## config.mk

```make
export PLATFORM = sky130hd
export DESIGN_NAME = servo_status_packet_parser
export DESIGN_NICKNAME = d
export VERILOG_FILES = /design/src/sspp_pkg.sv /design/src/sspp_front.sv /design/src/sspp_vq.sv /design/src/sspp_back.sv /design/src/servo_status_packet_parser.sv
export SDC_FILE = /design/constraint.sdc
export NUM_CORES = 1
export LEC_CHECK = 0
export BUFFER_PORTS_ARGS = -buffer_cell sky130_fd_sc_hd__buf_2
export CELL_PAD_IN_SITES_DETAIL_PLACEMENT = 1
export CELL_PAD_IN_SITES_GLOBAL_PLACEMENT = 2
export CORE_MARGIN = 2
export CORE_UTILIZATION = 40
export CTS_BUF_LIST = sky130_fd_sc_hd__clkbuf_8
export DETAILED_ROUTE_END_ITERATION = 12
export GPL_TIMING_DRIVEN = 1
export HOLD_SLACK_MARGIN = 0.05
export PLACE_DENSITY_LB_ADDON = 0.1
export SYNTH_ARGS = -nofsm -noshare
export SYNTH_HDL_FRONTEND = slang
export SYNTH_SLANG_ARGS = --single-unit
```

## constraint.sdc

```tcl
create_clock -name clk_i -period 3.2 [get_ports clk_i]
set_clock_uncertainty 0.1 [all_clocks]
set_input_delay 0.64 -clock clk_i [delete_from_list [all_inputs] [get_ports clk_i]]
set_output_delay 0.64 -clock clk_i [all_outputs]
set_load 0.02 [all_outputs]
```

## src/sspp_pkg.sv

```systemverilog
// ----------------------------------------------------------------------------
// sspp_pkg
// Shared types and constants for the servo status packet parser.
// ----------------------------------------------------------------------------
package sspp_pkg;

  // Longest reply that is tracked; the byte index saturates one below this.
  localparam int unsigned MaxReplyBytes = 256;
  localparam logic [7:0]  IdxCap        = 8'(MaxReplyBytes - 1);

  // Fixed byte positions in a status reply.
  localparam logic [7:0] IdxHeaderEnd = 8'd2;   // bytes 0 and 1 are header
  localparam logic [7:0] IdxError     = 8'd4;
  localparam logic [7:0] IdxValueLow  = 8'd5;
  localparam logic [7:0] IdxValueHigh = 8'd6;
  localparam logic [7:0] IdxMinLast   = 8'd5;   // last index of a 6-byte reply
  localparam logic [7:0] IdxWideLast  = 8'd7;   // last index of an 8-byte reply

  // Reset values of the configuration registers.
  localparam logic [7:0]  HeaderReset = 8'd255;
  localparam logic [15:0] AlarmReset  = 16'd100;
  localparam logic [15:0] CountMax    = 16'hFFFF;

  // Configuration register indexes.
  typedef enum logic {
    CFG_HEADER_VALUE    = 1'b0,
    CFG_ALARM_THRESHOLD = 1'b1
  } cfg_idx_e;

  typedef enum logic [2:0] {
    ST_OK          = 3'd0,
    ST_NO_REPLY    = 3'd1,
    ST_TOO_SHORT   = 3'd2,
    ST_BAD_HEADER  = 3'd3,
    ST_BAD_CHECKSUM = 3'd4,
    ST_DEVICE_ERROR = 3'd5
  } status_e;

  typedef struct packed {
    logic [7:0] rx_byte;
    logic       last_byte;
    logic       no_reply;
  } in_item_t;

  typedef struct packed {
    status_e     status_code;
    logic [7:0]  error_flags;
    logic [15:0] reply_value;
    logic [15:0] failure_count;
    logic        alarm;
  } out_item_t;

  // Classified reply, passed from the front end to the back end.
  typedef struct packed {
    status_e     status_code;
    logic [7:0]  error_flags;
    logic [15:0] reply_value;
  } verdict_t;

  // Queue handshake between the two halves.
  typedef struct packed {
    logic full;
    logic empty;
  } q_status_t;

endpackage

```

## src/sspp_front.sv

```systemverilog
// ----------------------------------------------------------------------------
// sspp_front
// Byte-level reply tracking and classification into a verdict.
// ----------------------------------------------------------------------------
module sspp_front (
  input  logic              clk_i,
  input  logic              rst_ni,
  input  logic              accept_i,
  input  sspp_pkg::in_item_t item_i,
  input  logic [7:0]        header_value_i,
  output logic              verdict_push_o,
  output sspp_pkg::verdict_t verdict_o
);
  import sspp_pkg::*;

  logic [7:0] idx_q, idx_d;
  logic       hdr_ok_q, hdr_ok_d;
  logic [7:0] sum_q, sum_d;
  logic [7:0] err_q, err_d;
  logic [7:0] vlo_q, vlo_d;
  logic [7:0] vhi_q, vhi_d;

  logic       final_item;
  logic [7:0] b;
  status_e    code;

  assign b          = item_i.rx_byte;
  assign final_item = accept_i & (item_i.no_reply | item_i.last_byte);

  // Fields as they stand with the current byte folded in.
  always_comb begin
    hdr_ok_d = hdr_ok_q;
    err_d    = err_q;
    vlo_d    = vlo_q;
    vhi_d    = vhi_q;
    if (idx_q < IdxHeaderEnd && b != header_value_i) begin
      hdr_ok_d = 1'b0;
    end
    if (idx_q == IdxError) begin
      err_d = b;
    end
    if (idx_q == IdxValueLow) begin
      vlo_d = b;
    end
    if (idx_q == IdxValueHigh) begin
      vhi_d = b;
    end
    sum_d = sum_q;
    idx_d = idx_q;
    if (idx_q < IdxCap) begin
      if (idx_q >= IdxHeaderEnd) begin
        sum_d = sum_q + b;
      end
      idx_d = idx_q + 8'd1;
    end
  end

  always_comb begin
    priority if (item_i.no_reply) begin
      code = ST_NO_REPLY;
    end else if (idx_q < IdxMinLast) begin
      code = ST_TOO_SHORT;
    end else if (!hdr_ok_d) begin
      code = ST_BAD_HEADER;
    end else if (~sum_q != b) begin
      code = ST_BAD_CHECKSUM;
    end else if (err_d != 8'd0) begin
      code = ST_DEVICE_ERROR;
    end else begin
      code = ST_OK;
    end
  end

  always_comb begin
    verdict_o.status_code = code;
    verdict_o.error_flags = (code == ST_OK || code == ST_DEVICE_ERROR) ? err_d : 8'd0;
    verdict_o.reply_value = 16'd0;
    if (code == ST_OK) begin
      verdict_o.reply_value = (idx_q >= IdxWideLast) ? {vhi_d, vlo_d} : {8'd0, vlo_d};
    end
  end

  assign verdict_push_o = final_item;

  always_ff @(posedge clk_i or negedge rst_ni) begin
    if (!rst_ni) begin
      idx_q    <= 8'd0;
      hdr_ok_q <= 1'b1;
      sum_q    <= 8'd0;
      err_q    <= 8'd0;
      vlo_q    <= 8'd0;
      vhi_q    <= 8'd0;
    end else if (final_item) begin
      idx_q    <= 8'd0;
      hdr_ok_q <= 1'b1;
      sum_q    <= 8'd0;
      err_q    <= 8'd0;
      vlo_q    <= 8'd0;
      vhi_q    <= 8'd0;
    end else if (accept_i) begin
      idx_q    <= idx_d;
      hdr_ok_q <= hdr_ok_d;
      sum_q    <= sum_d;
      err_q    <= err_d;
      vlo_q    <= vlo_d;
      vhi_q    <= vhi_d;
    end
  end

endmodule

```

## src/sspp_vq.sv

```systemverilog
// ----------------------------------------------------------------------------
// sspp_vq
// Two-entry verdict queue between front end and back end.
// ----------------------------------------------------------------------------
module sspp_vq (
  input  logic                clk_i,
  input  logic                rst_ni,
  input  logic                push_i,
  input  sspp_pkg::verdict_t  item_i,
  input  logic                pop_i,
  output sspp_pkg::q_status_t status_o,
  output sspp_pkg::verdict_t  item_o
);
  import sspp_pkg::*;

  verdict_t   mem_q [2];
  logic       wr_q, rd_q;
  logic [1:0] cnt_q;
  logic       do_push, do_pop;

  assign status_o.full  = (cnt_q == 2'd2);
  assign status_o.empty = (cnt_q == 2'd0);
  assign do_push = push_i & ~status_o.full;
  assign do_pop  = pop_i & ~status_o.empty;
  assign item_o  = mem_q[rd_q];

  always_ff @(posedge clk_i) begin
    if (do_push) begin
      mem_q[wr_q] <= item_i;
    end
  end

  always_ff @(posedge clk_i or negedge rst_ni) begin
    if (!rst_ni) begin
      wr_q  <= 1'b0;
      rd_q  <= 1'b0;
      cnt_q <= 2'd0;
    end else begin
      if (do_push) begin
        wr_q <= ~wr_q;
      end
      if (do_pop) begin
        rd_q <= ~rd_q;
      end
      cnt_q <= cnt_q + {1'b0, do_push} - {1'b0, do_pop};
    end
  end

endmodule

```

## src/sspp_back.sv

```systemverilog
// ----------------------------------------------------------------------------
// sspp_back
// Failure counter, alarm compare and two-entry result queue.
// ----------------------------------------------------------------------------
module sspp_back (
  input  logic                clk_i,
  input  logic                rst_ni,
  input  sspp_pkg::q_status_t vq_status_i,
  input  sspp_pkg::verdict_t  verdict_i,
  output logic                vq_pop_o,
  input  logic [15:0]         alarm_threshold_i,
  input  logic                pop_i,
  output logic                empty_o,
  output sspp_pkg::out_item_t item_o
);
  import sspp_pkg::*;

  logic [15:0] fail_q, fail_d;
  out_item_t   mem_q [2];
  logic        wr_q, rd_q;
  logic [1:0]  cnt_q;
  logic        do_pop;
  out_item_t   res;

  assign vq_pop_o = ~vq_status_i.empty & (cnt_q != 2'd2);
  assign empty_o  = (cnt_q == 2'd0);
  assign do_pop   = pop_i & ~empty_o;
  assign item_o   = mem_q[rd_q];

  always_comb begin
    if (verdict_i.status_code == ST_OK) begin
      fail_d = (fail_q == 16'd0) ? fail_q : fail_q - 16'd1;
    end else begin
      fail_d = (fail_q == CountMax) ? fail_q : fail_q + 16'd1;
    end
    res.status_code   = verdict_i.status_code;
    res.error_flags   = verdict_i.error_flags;
    res.reply_value   = verdict_i.reply_value;
    res.failure_count = fail_d;
    res.alarm         = (fail_d > alarm_threshold_i);
  end

  always_ff @(posedge clk_i) begin
    if (vq_pop_o) begin
      mem_q[wr_q] <= res;
    end
  end

  always_ff @(posedge clk_i or negedge rst_ni) begin
    if (!rst_ni) begin
      fail_q <= 16'd0;
      wr_q   <= 1'b0;
      rd_q   <= 1'b0;
      cnt_q  <= 2'd0;
    end else begin
      if (vq_pop_o) begin
        fail_q <= fail_d;
        wr_q   <= ~wr_q;
      end
      if (do_pop) begin
        rd_q <= ~rd_q;
      end
      cnt_q <= cnt_q + {1'b0, vq_pop_o} - {1'b0, do_pop};
    end
  end

endmodule

```

## src/servo_status_packet_parser.sv

```systemverilog
// ----------------------------------------------------------------------------
// servo_status_packet_parser
// Byte-wise parser for servo status replies with failure tracking.
// ----------------------------------------------------------------------------
// One transfer on the push side carries one reply byte (last_byte marks the
// end of a burst) or a no-reply marker; a byte can be pushed on every clock
// while full is low. Bytes before the last only update the burst state; the
// last byte or a no-reply marker yields one result, which is registered first
// in the verdict queue and then, with the updated failure counter, in the
// result queue before it shows up on the result side. The front end
// classifies the burst, a two-entry verdict queue decouples it from the back
// end, which updates the saturating failure counter, compares it against the
// alarm threshold and holds up to two finished results. full only rises when
// results back up behind a stalled pop. Configuration writes take effect the
// next cycle and should only be issued while the parser is idle.
// ----------------------------------------------------------------------------
module servo_status_packet_parser (
  input  logic                clk_i,
  input  logic                rst_ni,
  // input side
  input  logic                push,
  output logic                full,
  input  sspp_pkg::in_item_t  in_item_i,
  // result side
  output logic                empty,
  input  logic                pop,
  output sspp_pkg::out_item_t out_item_o,
  // configuration writes
  input  logic                cfg_we_i,
  input  logic                cfg_idx_i,
  input  logic [15:0]         cfg_data_i
);
  import sspp_pkg::*;

  logic [7:0]  header_q;
  logic [15:0] thresh_q;

  logic        accept;
  logic        vq_push, vq_pop;
  verdict_t    vq_in, vq_out;
  q_status_t   vq_status;

  // Config registers
  always_ff @(posedge clk_i or negedge rst_ni) begin
    if (!rst_ni) begin
      header_q <= HeaderReset;
      thresh_q <= AlarmReset;
    end else if (cfg_we_i) begin
      unique case (cfg_idx_e'(cfg_idx_i))
        CFG_HEADER_VALUE:    header_q <= cfg_data_i[7:0];
        CFG_ALARM_THRESHOLD: thresh_q <= cfg_data_i;
        default: ;
      endcase
    end
  end

  // Held full while the verdict queue has no slot, even for mid-burst bytes.
  assign full   = vq_status.full;
  assign accept = push & ~full;

  sspp_front u_front (
    .clk_i          (clk_i),
    .rst_ni         (rst_ni),
    .accept_i       (accept),
    .item_i         (in_item_i),
    .header_value_i (header_q),
    .verdict_push_o (vq_push),
    .verdict_o      (vq_in)
  );

  sspp_vq u_vq (
    .clk_i    (clk_i),
    .rst_ni   (rst_ni),
    .push_i   (vq_push),
    .item_i   (vq_in),
    .pop_i    (vq_pop),
    .status_o (vq_status),
    .item_o   (vq_out)
  );

  sspp_back u_back (
    .clk_i             (clk_i),
    .rst_ni            (rst_ni),
    .vq_status_i       (vq_status),
    .verdict_i         (vq_out),
    .vq_pop_o          (vq_pop),
    .alarm_threshold_i (thresh_q),
    .pop_i             (pop),
    .empty_o           (empty),
    .item_o            (out_item_o)
  );

endmodule
```

==> impl_results.md, run 1 <==
* # DRC at 0
* Worst reg2reg path depth at 13
* Status: finished, violations left
* Critical Path End: u_back.mem_q[0][0]
* Placed Area at 0.0128 mm²
* RR Startpoint: u_vq.mem_q[0][24]
* Synth unique cells at 74
* Setup Viol. Count Final at 2
* Critical Path AT at 3.61 ns
* Htree depth at 2
* Synth area leaders: edfxtp_1, dfrtp_1, mux2_2, ha_1, dfstp_2
* Count leader, synth: edfxtp_1
* Seq/Total Area, Yosys at 0.583
* Port bufs at between 70 and 80
* # rows at 61
* Delay-heaviest family, CP: simple AND/OR/NAND/NOR gates
* Final Cell Area at 0.0141 mm²
* Die Y at 171 µm
* All-Layer GR Usage at 0.211
* CP cell instances: nor4_4 -> nor2_2 -> buf_4 -> buf_4 -> nor4_4 -> nor2_1 -> mux2_2 -> ha_4 -> nand4_1 -> nor3_4 -> o21a_1 -> o31ai_4 -> a22oi_2
* Vias per inst at 5.28
* Clock network fraction of total power at 0.199
* Syn nets at between 900 and 1000
* Min-Delay Startpoint: cfg_data_i[9]
* Clock root buffer: clkbuf_8
* Final RePlAce weighted congestion at roughly 0.87
* FMAX at between 300 and 400 MHz
* Final wirelength at between 30000 and 40000 µm
* Clk slew on worst S/H paths at approximately 0.06 ns
* Switching power share of the total at 0.372
* DRT Pass-1 Iters at 4
* CP max stage delay at approximately 0.43 ns
* Placeable Area at around 0.028 mm²
* Sw Pwr at 4920 µW
* Ys flop type: edfxtp_1
* Avg WL per Cell at ~20 µm
* Leakage power at around 0.0058 µW
* Cell count after synthesis at between 800 and 900
* Crit start category: register
* Vias in the first global route at between 8000 and 9000
* Die ar. at ~0.029 mm²
* Post-synthesis register bit count at approximately 230
* RSZ-0062 raised after global routing: true
* Tmin final at 3.32 ns
* CP Class: register to register
* Final Hold Viols at 0
* Initial antenna violation count at 0
* Post-synth EDFFs at 142
* Ant diodes at 0
* Crit Path Max Fanout at 4
* Synth Area per Inst at ~13 µm²
* Worst path depth at 13
* CTS tree: built
* Synth top area share at 0.382
* Longest Clk Path Bufs at 3
* Worst Tran Pin Value at 0.823 ns
* Final net count at ~1100
* Final Cycle Share at 1.04
* Syn-to-layout area delta at 26.1%
* Mapped cell area at 0.0112 mm²
* Final Max Tran Viols at 0
* Crit path capture type: register
* Async SR Flop Fraction at 0.385
* Fraction of layout cells with a size suffix above 1 at 0.410
* Reg2reg setup slack at -0.12 ns
* Top cells by count, synth: edfxtp_1, mux2_2, dfrtp_1
* Crit path launch: u_vq.mem_q[0][24]
* Ports at 78
* Buf+Inv Stages, Crit Path at 2
* CP max stage cell: edfxtp_1
* Sequential Power Share at 0.366
* Pre-CTS setup slack at -0.534 ns
* Vias after detailed routing at just under 8000
* Max Cap Viol at 0
* Hold crit path type: primary input to register
* Die Wd at approximately 170 µm
* Slew headroom at 0.450
* Comb pwr share at 0.435
* Initial core utilization at 0.404
* Skew-Pair Late Insertion Delay at 0.56 ns
* Inst Count DP at approximately 1400
* First-pass GRT wire length at ~47000 µm
* Setup ws final at -0.123 ns
* Drt initial violations at around 230
* Non-Filler Instances at between 1000 and 1500
* Synth warn at 0
* Final core utilization at 0.509
* Largest net degree at the start of global routing at 48
* Clock sink total at between 200 and 250
* Peak supply drop at 480 µV
* Total grt overflow at 0
* Area leader, netlist: edfxtp_1
* WHS at 0.216 ns
* P per Cell Area at about 940 mW/mm²
* Dpl hpwl at 21400 µm
* Inserted Clock Buffers at just over 40
* WP data required at roughly 3.5 ns
* Reg-to-Reg End: u_back.mem_q[0][0]
* Final ANT Viol Nets at 0
* Violated checks: negative setup slack
* Cell Int Power at around 8300 µW
power groups by stage:
stage               Combinational [µW]  Clock [µW]  Sequential, µW
CTS                               5660        2730            4840
finish                            5750        2630            4840
global route                      6250        2850            4950
detailed placement                5420           0            4890
floorplan                         3290           0            4730
global placement                  5250           0            4820
sequential cells by signal (all words and copies together), names as in the netlist:
name and flops:
header_q 8, thresh_q 16, u_back.cnt_q 2, u_back.fail_q 16, u_back.mem_q 88, u_back.rd_q 1
u_back.wr_q 1, u_front.err_q 8, u_front.hdr_ok_q 1, u_front.idx_q 8, u_front.sum_q 8, u_front.vhi_q 8
u_front.vlo_q 8, u_vq.cnt_q 2, u_vq.mem_q 54, u_vq.rd_q 1, u_vq.wr_q 1
final cells by class:
type / instances / area (µm²)
well taps: 378 / 473
repair buffers: 210 / 1480
clock inverters: 28 / 135
inverters: 39 / 146
flip-flops and latches: 231 / 6510
fillers: 2877 / 13600
multi-input cells: 533 / 4650
clock buffers: 48 / 661
worst min path at each step:
| stage | depth (start not counted) | end | slack [ns] |
|---|---|---|---|
| floorplan | 0 | thresh_q[0] | 0.24 |
| global placement | 2 | u_front.sum_q[3] | 0.37 |
| detailed placement | 1 | u_front.vlo_q[1] | 0.39 |
| CTS | 2 | thresh_q[9] | 0.18 |
| global route | 2 | thresh_q[9] | 0.20 |
| finish | 2 | thresh_q[9] | 0.22 |
worst register-to-register path: stages (launching register included):
cell	delay (ns)
edfxtp_1	0.43
nor4_4	0.36
nor2_2	0.11
buf_4	0.14
buf_4	0.15
nor4_4	0.28
nor2_1	0.09
mux2_2	0.32
ha_4	0.28
nand4_1	0.15
nor3_4	0.25
o21a_1	0.22
o31ai_4	0.11
a22oi_2	0.17
logic make-up (layout without fill, tap and decap cells):
logic type | count (synthesis) | count (layout) | synth area share
adders and majority gates | 35 | 35 | 0.0399
DFF | 231 | 231 | 0.583
xor gates and xnor gates | 46 | 46 | 0.0361
muxes | 123 | 123 | 0.122
and+or+nand+nor | 205 | 205 | 0.0983
buffers and inverters | 89 | 325 | 0.0327
AOI/OAI and AO/OA | 124 | 124 | 0.0872
what timing repair did:
action | 4_1_cts | 5_1_grt
setup buffers | 12 | 6
endpoints found under the hold margin | 42 | 0
hold buffers | 1 | 0
endpoints found under the setup margin | 2 | 2
pin swaps | 17 | 29
gates resized for setup | 30 | 32
metrics by stage:
step | TNS [ns] | total power, µW
2_1_floorplan | 0 | 8020
3_3_place_gp | -0.945 | 10100
3_5_place_dp | -1.07 | 10300
4_1_cts | -0.303 | 13200
5_1_grt | -0.532 | 14000
6_report | -0.246 | 13200
cell usage in the layout, fill, tap and decap left out, types with 6 or more instances in the layout:
master,count
a21oi_1,15
a32o_1,26
buf_12,6
buf_2,76
buf_4,122
clkbuf_8,48
dfrtp_1,74
dfstp_2,12
edfxtp_1,142
ha_1,31
inv_1,57
mux2_2,96
mux2i_1,25
nand2_1,37
nand2_2,6
nand2b_1,7
nand3_1,13
nand4_1,13
nor2_1,50
nor3_1,12
nor4_1,7
o211ai_1,7
o21ai_0,12
xnor2_1,32
xor2_1,13
per-layer routing:
layer  track usage  vias up  wire length [µm]
met4        0.0501        0               470
met5             0        -                 0
li1              -     3622                 -
met2         0.336      117             13900
met1         0.302     3975             14600
met3        0.0333       37              1060
(Power assumes the default switching activity.)
==> inputs of run 2 (changes only) <==
- BUFFER_PORTS_ARGS: -buffer_cell sky130_fd_sc_hd__buf_2 -> -buffer_cell sky130_fd_sc_hd__buf_4
- CORE_UTILIZATION: 40 -> 45
- PLACE_DENSITY: unset -> 0.81
- PLACE_DENSITY_LB_ADDON: 0.1 -> unset
- clock period: 3.2 -> 4.3 ns (I/O delays scaled with it)
==> impl_results.md, run 2 (synthesis gave the netlist of run 1 again) <==
* Htree depth at 2 (unchanged)
* Largest net degree at the start of global routing at 71 (+48%)
* Initial core utilization at 0.459 (+0.0549)
* Die ar. at 0.0261 mm² (-11%)
* Peak supply drop at 334 µV (-30%)
* CTS tree: built
* Number of flip-flops in the largest register at 88 (unchanged)
* Fraction of layout cells with a size suffix above 1 at 0.289 (-0.121)
* CTS resizes at 0 (-100%)
* Clock root buffer: clkbuf_8
* Clock sink total at 231 (unchanged)
* Post-Route Setup TNS at 0 ns (+0.246 ns)
* Ports at 78 (unchanged)
* Sw Pwr at 3310 µW (-33%)
* Final net count at 1003 (-11%)
* P per Cell Area at 715 mW/mm² (-24%)
* Crit start category: register
* Tmin final at 3.94 ns (+0.616 ns)
* Top flop regs: u_back.mem_q x88, u_vq.mem_q x54
* Longest Clk Path Bufs at 3 (unchanged)
* CP cell instances: and4_1 -> nand2_1 -> nor4_1 -> nor2_1 -> xnor2_1 -> ha_1 -> a2111oi_0 -> o21ai_0 -> a311o_1 -> o21ai_0 -> a22oi_1
* Initial antenna violation count at 0 (unchanged)
* Final Max Tran Viols at 0 (unchanged)
* Drt initial violations at 402 (+74%)
* All-Layer GR Usage at 0.208 (-0.00260)
* Ant diodes at 0 (unchanged)
* Critical Path End: u_back.mem_q[0][0]
* Final ANT Viol Nets at 0 (unchanged)
* Setup Viol. Count Final at 0 (-2)
* Largest Register: u_back.mem_q
* Reg-to-Reg End: u_back.mem_q[0][0]
* WP data required at 4.44 ns (+0.95 ns)
* Reg2reg setup slack at 0.36 ns (+0.48 ns)
* Clock network fraction of total power at 0.225 (+0.026)
* Final RePlAce weighted congestion at 0.827 (-4.8%)
* DRT Pass-1 Iters at 5 (+1)
* Most frequent cells in the layout: edfxtp_1, mux2_2, buf_4
* Final Cell Area at 0.0129 mm² (-8.5%)
* FMAX at 254 MHz (-16%)
* Commonest non-fill, non-tap cell in the layout: edfxtp_1
* Slew headroom at 0.350 (-0.0996)
* Inserted Clock Buffers at 41 (unchanged)
* Post-CTS Setup Inserts at 0 (-12)
* CP max stage delay at 0.52 ns (+0.09 ns)
* Worst reg2reg path depth at 11 (-2)
* Die Wd at 161 µm (-5.6%)
* Vias in the first global route at 7792 (-6.1%)
* Worst path depth at 11 (-2)
* Vias per inst at 5.59 (+5.8%)
* # DRC at 0 (unchanged)
* Placeable Area at 0.0243 mm² (-12%)
* FILL cells at 2489 (-13%)
* Buf+Inv Stages, Crit Path at 0 (-2)
* Delay-heaviest family, CP: simple AND/OR/NAND/NOR gates
* Vias after detailed routing at 7226 (-6.8%)
* Clk slew on worst S/H paths at 0.06 ns (about the same)
* Crit path capture type: register
* CP max stage cell: dfrtp_1
* Syn-to-layout area delta at 15.4%
* Switching power share of the total at 0.359 (-0.0127)
* Comb pwr share at 0.378 (-0.057)
* RSZ-0062 raised after global routing: false
* Leakage power at 0.00518 µW (-11%)
* Avg WL per Cell at 20.7 µm (+1.3%)
* Final Cycle Share at 0.916 (-0.122)
* Sequential Power Share at 0.397 (+0.031)
* Worst Tran Pin Value at 0.974 ns (+0.151 ns)
* Total grt overflow at 0 (unchanged)
* Status: finished, final reports clean
* Critical Path AT at 4.08 ns (+0.47 ns)
* Die Y at 161 µm (-5.6%)
* First-pass GRT wire length at 42800 µm (-9.5%)
* Crit Path Max Fanout at 10 (+6)
* CP Class: register to register
* Hold Buf Count CTS at 0 (-1)
* # rows at 57 (-6.6%)
* Total power at 9200 µW (-30%)
* Hold crit path type: primary input to async pin
* Final wirelength at 26800 µm (-11%)
* Cell Int Power at 5890 µW (-29%)
* Skew-Pair Late Insertion Delay at 0.54 ns (-0.02 ns)
* Dpl hpwl at 18600 µm (-13%)
* Final Hold Viols at 0 (unchanged)
* Max Cap Viol at 0 (unchanged)
* Port bufs at 77 (unchanged)
* Cell mode on critical path: o21ai_0
* RR Startpoint: u_back.fail_q[2]
* Placed Area at 0.0120 mm² (-6.2%)
* Crit path launch: u_back.fail_q[2]
-- run 2: cell type report --
type | count | area, µm² | share of cell area
multi-input combinational | 533 | 4290 | 0.333
clock buffer | 47 | 647 | 0.0503
timing repair buffer | 90 | 676 | 0.0525
clock inverter | 29 | 196 | 0.0153
inverter | 39 | 146 | 0.0114
sequential | 231 | 6510 | 0.506
tap | 324 | 405 | 0.0315
-- run 2: worst min path at each step --
stage	endpoint	slack, ns
floorplan	u_front.sum_q[4]	0.35
global placement	u_front.sum_q[4]	0.37
detailed placement	u_front.sum_q[4]	0.37
CTS	u_front.sum_q[4]	0.38
global route	u_front.vlo_q[3]	0.40
finish	u_back.cnt_q[1]	0.36
-- run 2: per-stage QoR --
stage / setup slack [ns] / std cells / utilization / hold slack [ns]
after detailed placement: 0.430 / 1217 / 0.495 / 0.368
after global placement: 0.500 / 1217 / 0.495 / 0.366
final: 0.361 / 1293 / 0.529 / 0.363
after CTS: 0.407 / 1293 / 0.529 / 0.384
after floorplan: 0.865 / 853 / - / 0.347
after global routing: 0.0101 / 1293 / 0.529 / 0.400
-- run 2: worst register-to-register path: stages, from the launching register on --
cell and delay, ns:
dfrtp_1 0.52, and4_1 0.43, nand2_1 0.26, nor4_1 0.41
nor2_1 0.11, xnor2_1 0.28, ha_1 0.31, a2111oi_0 0.36
o21ai_0 0.16, a311o_1 0.36, o21ai_0 0.18, a22oi_1 0.15
-- run 2: metal layers --
metal | up-vias | wire, µm | GRT usage
met5 | - | 0 | 0
met4 | 0 | 633 | 0.0670
met3 | 46 | 1180 | 0.0339
met2 | 160 | 12800 | 0.338
met1 | 3653 | 12200 | 0.288
li1 | 3367 | - | -
-- run 2: power groups by stage --
stage / clock network (µW) / registers (µW) / logic, µW
global route: 2240 / 3730 / 3790
floorplan: 0 / 3520 / 2390
CTS: 2140 / 3660 / 3540
global placement: 0 / 3630 / 3380
detailed placement: 0 / 3690 / 3500
finish: 2070 / 3650 / 3470
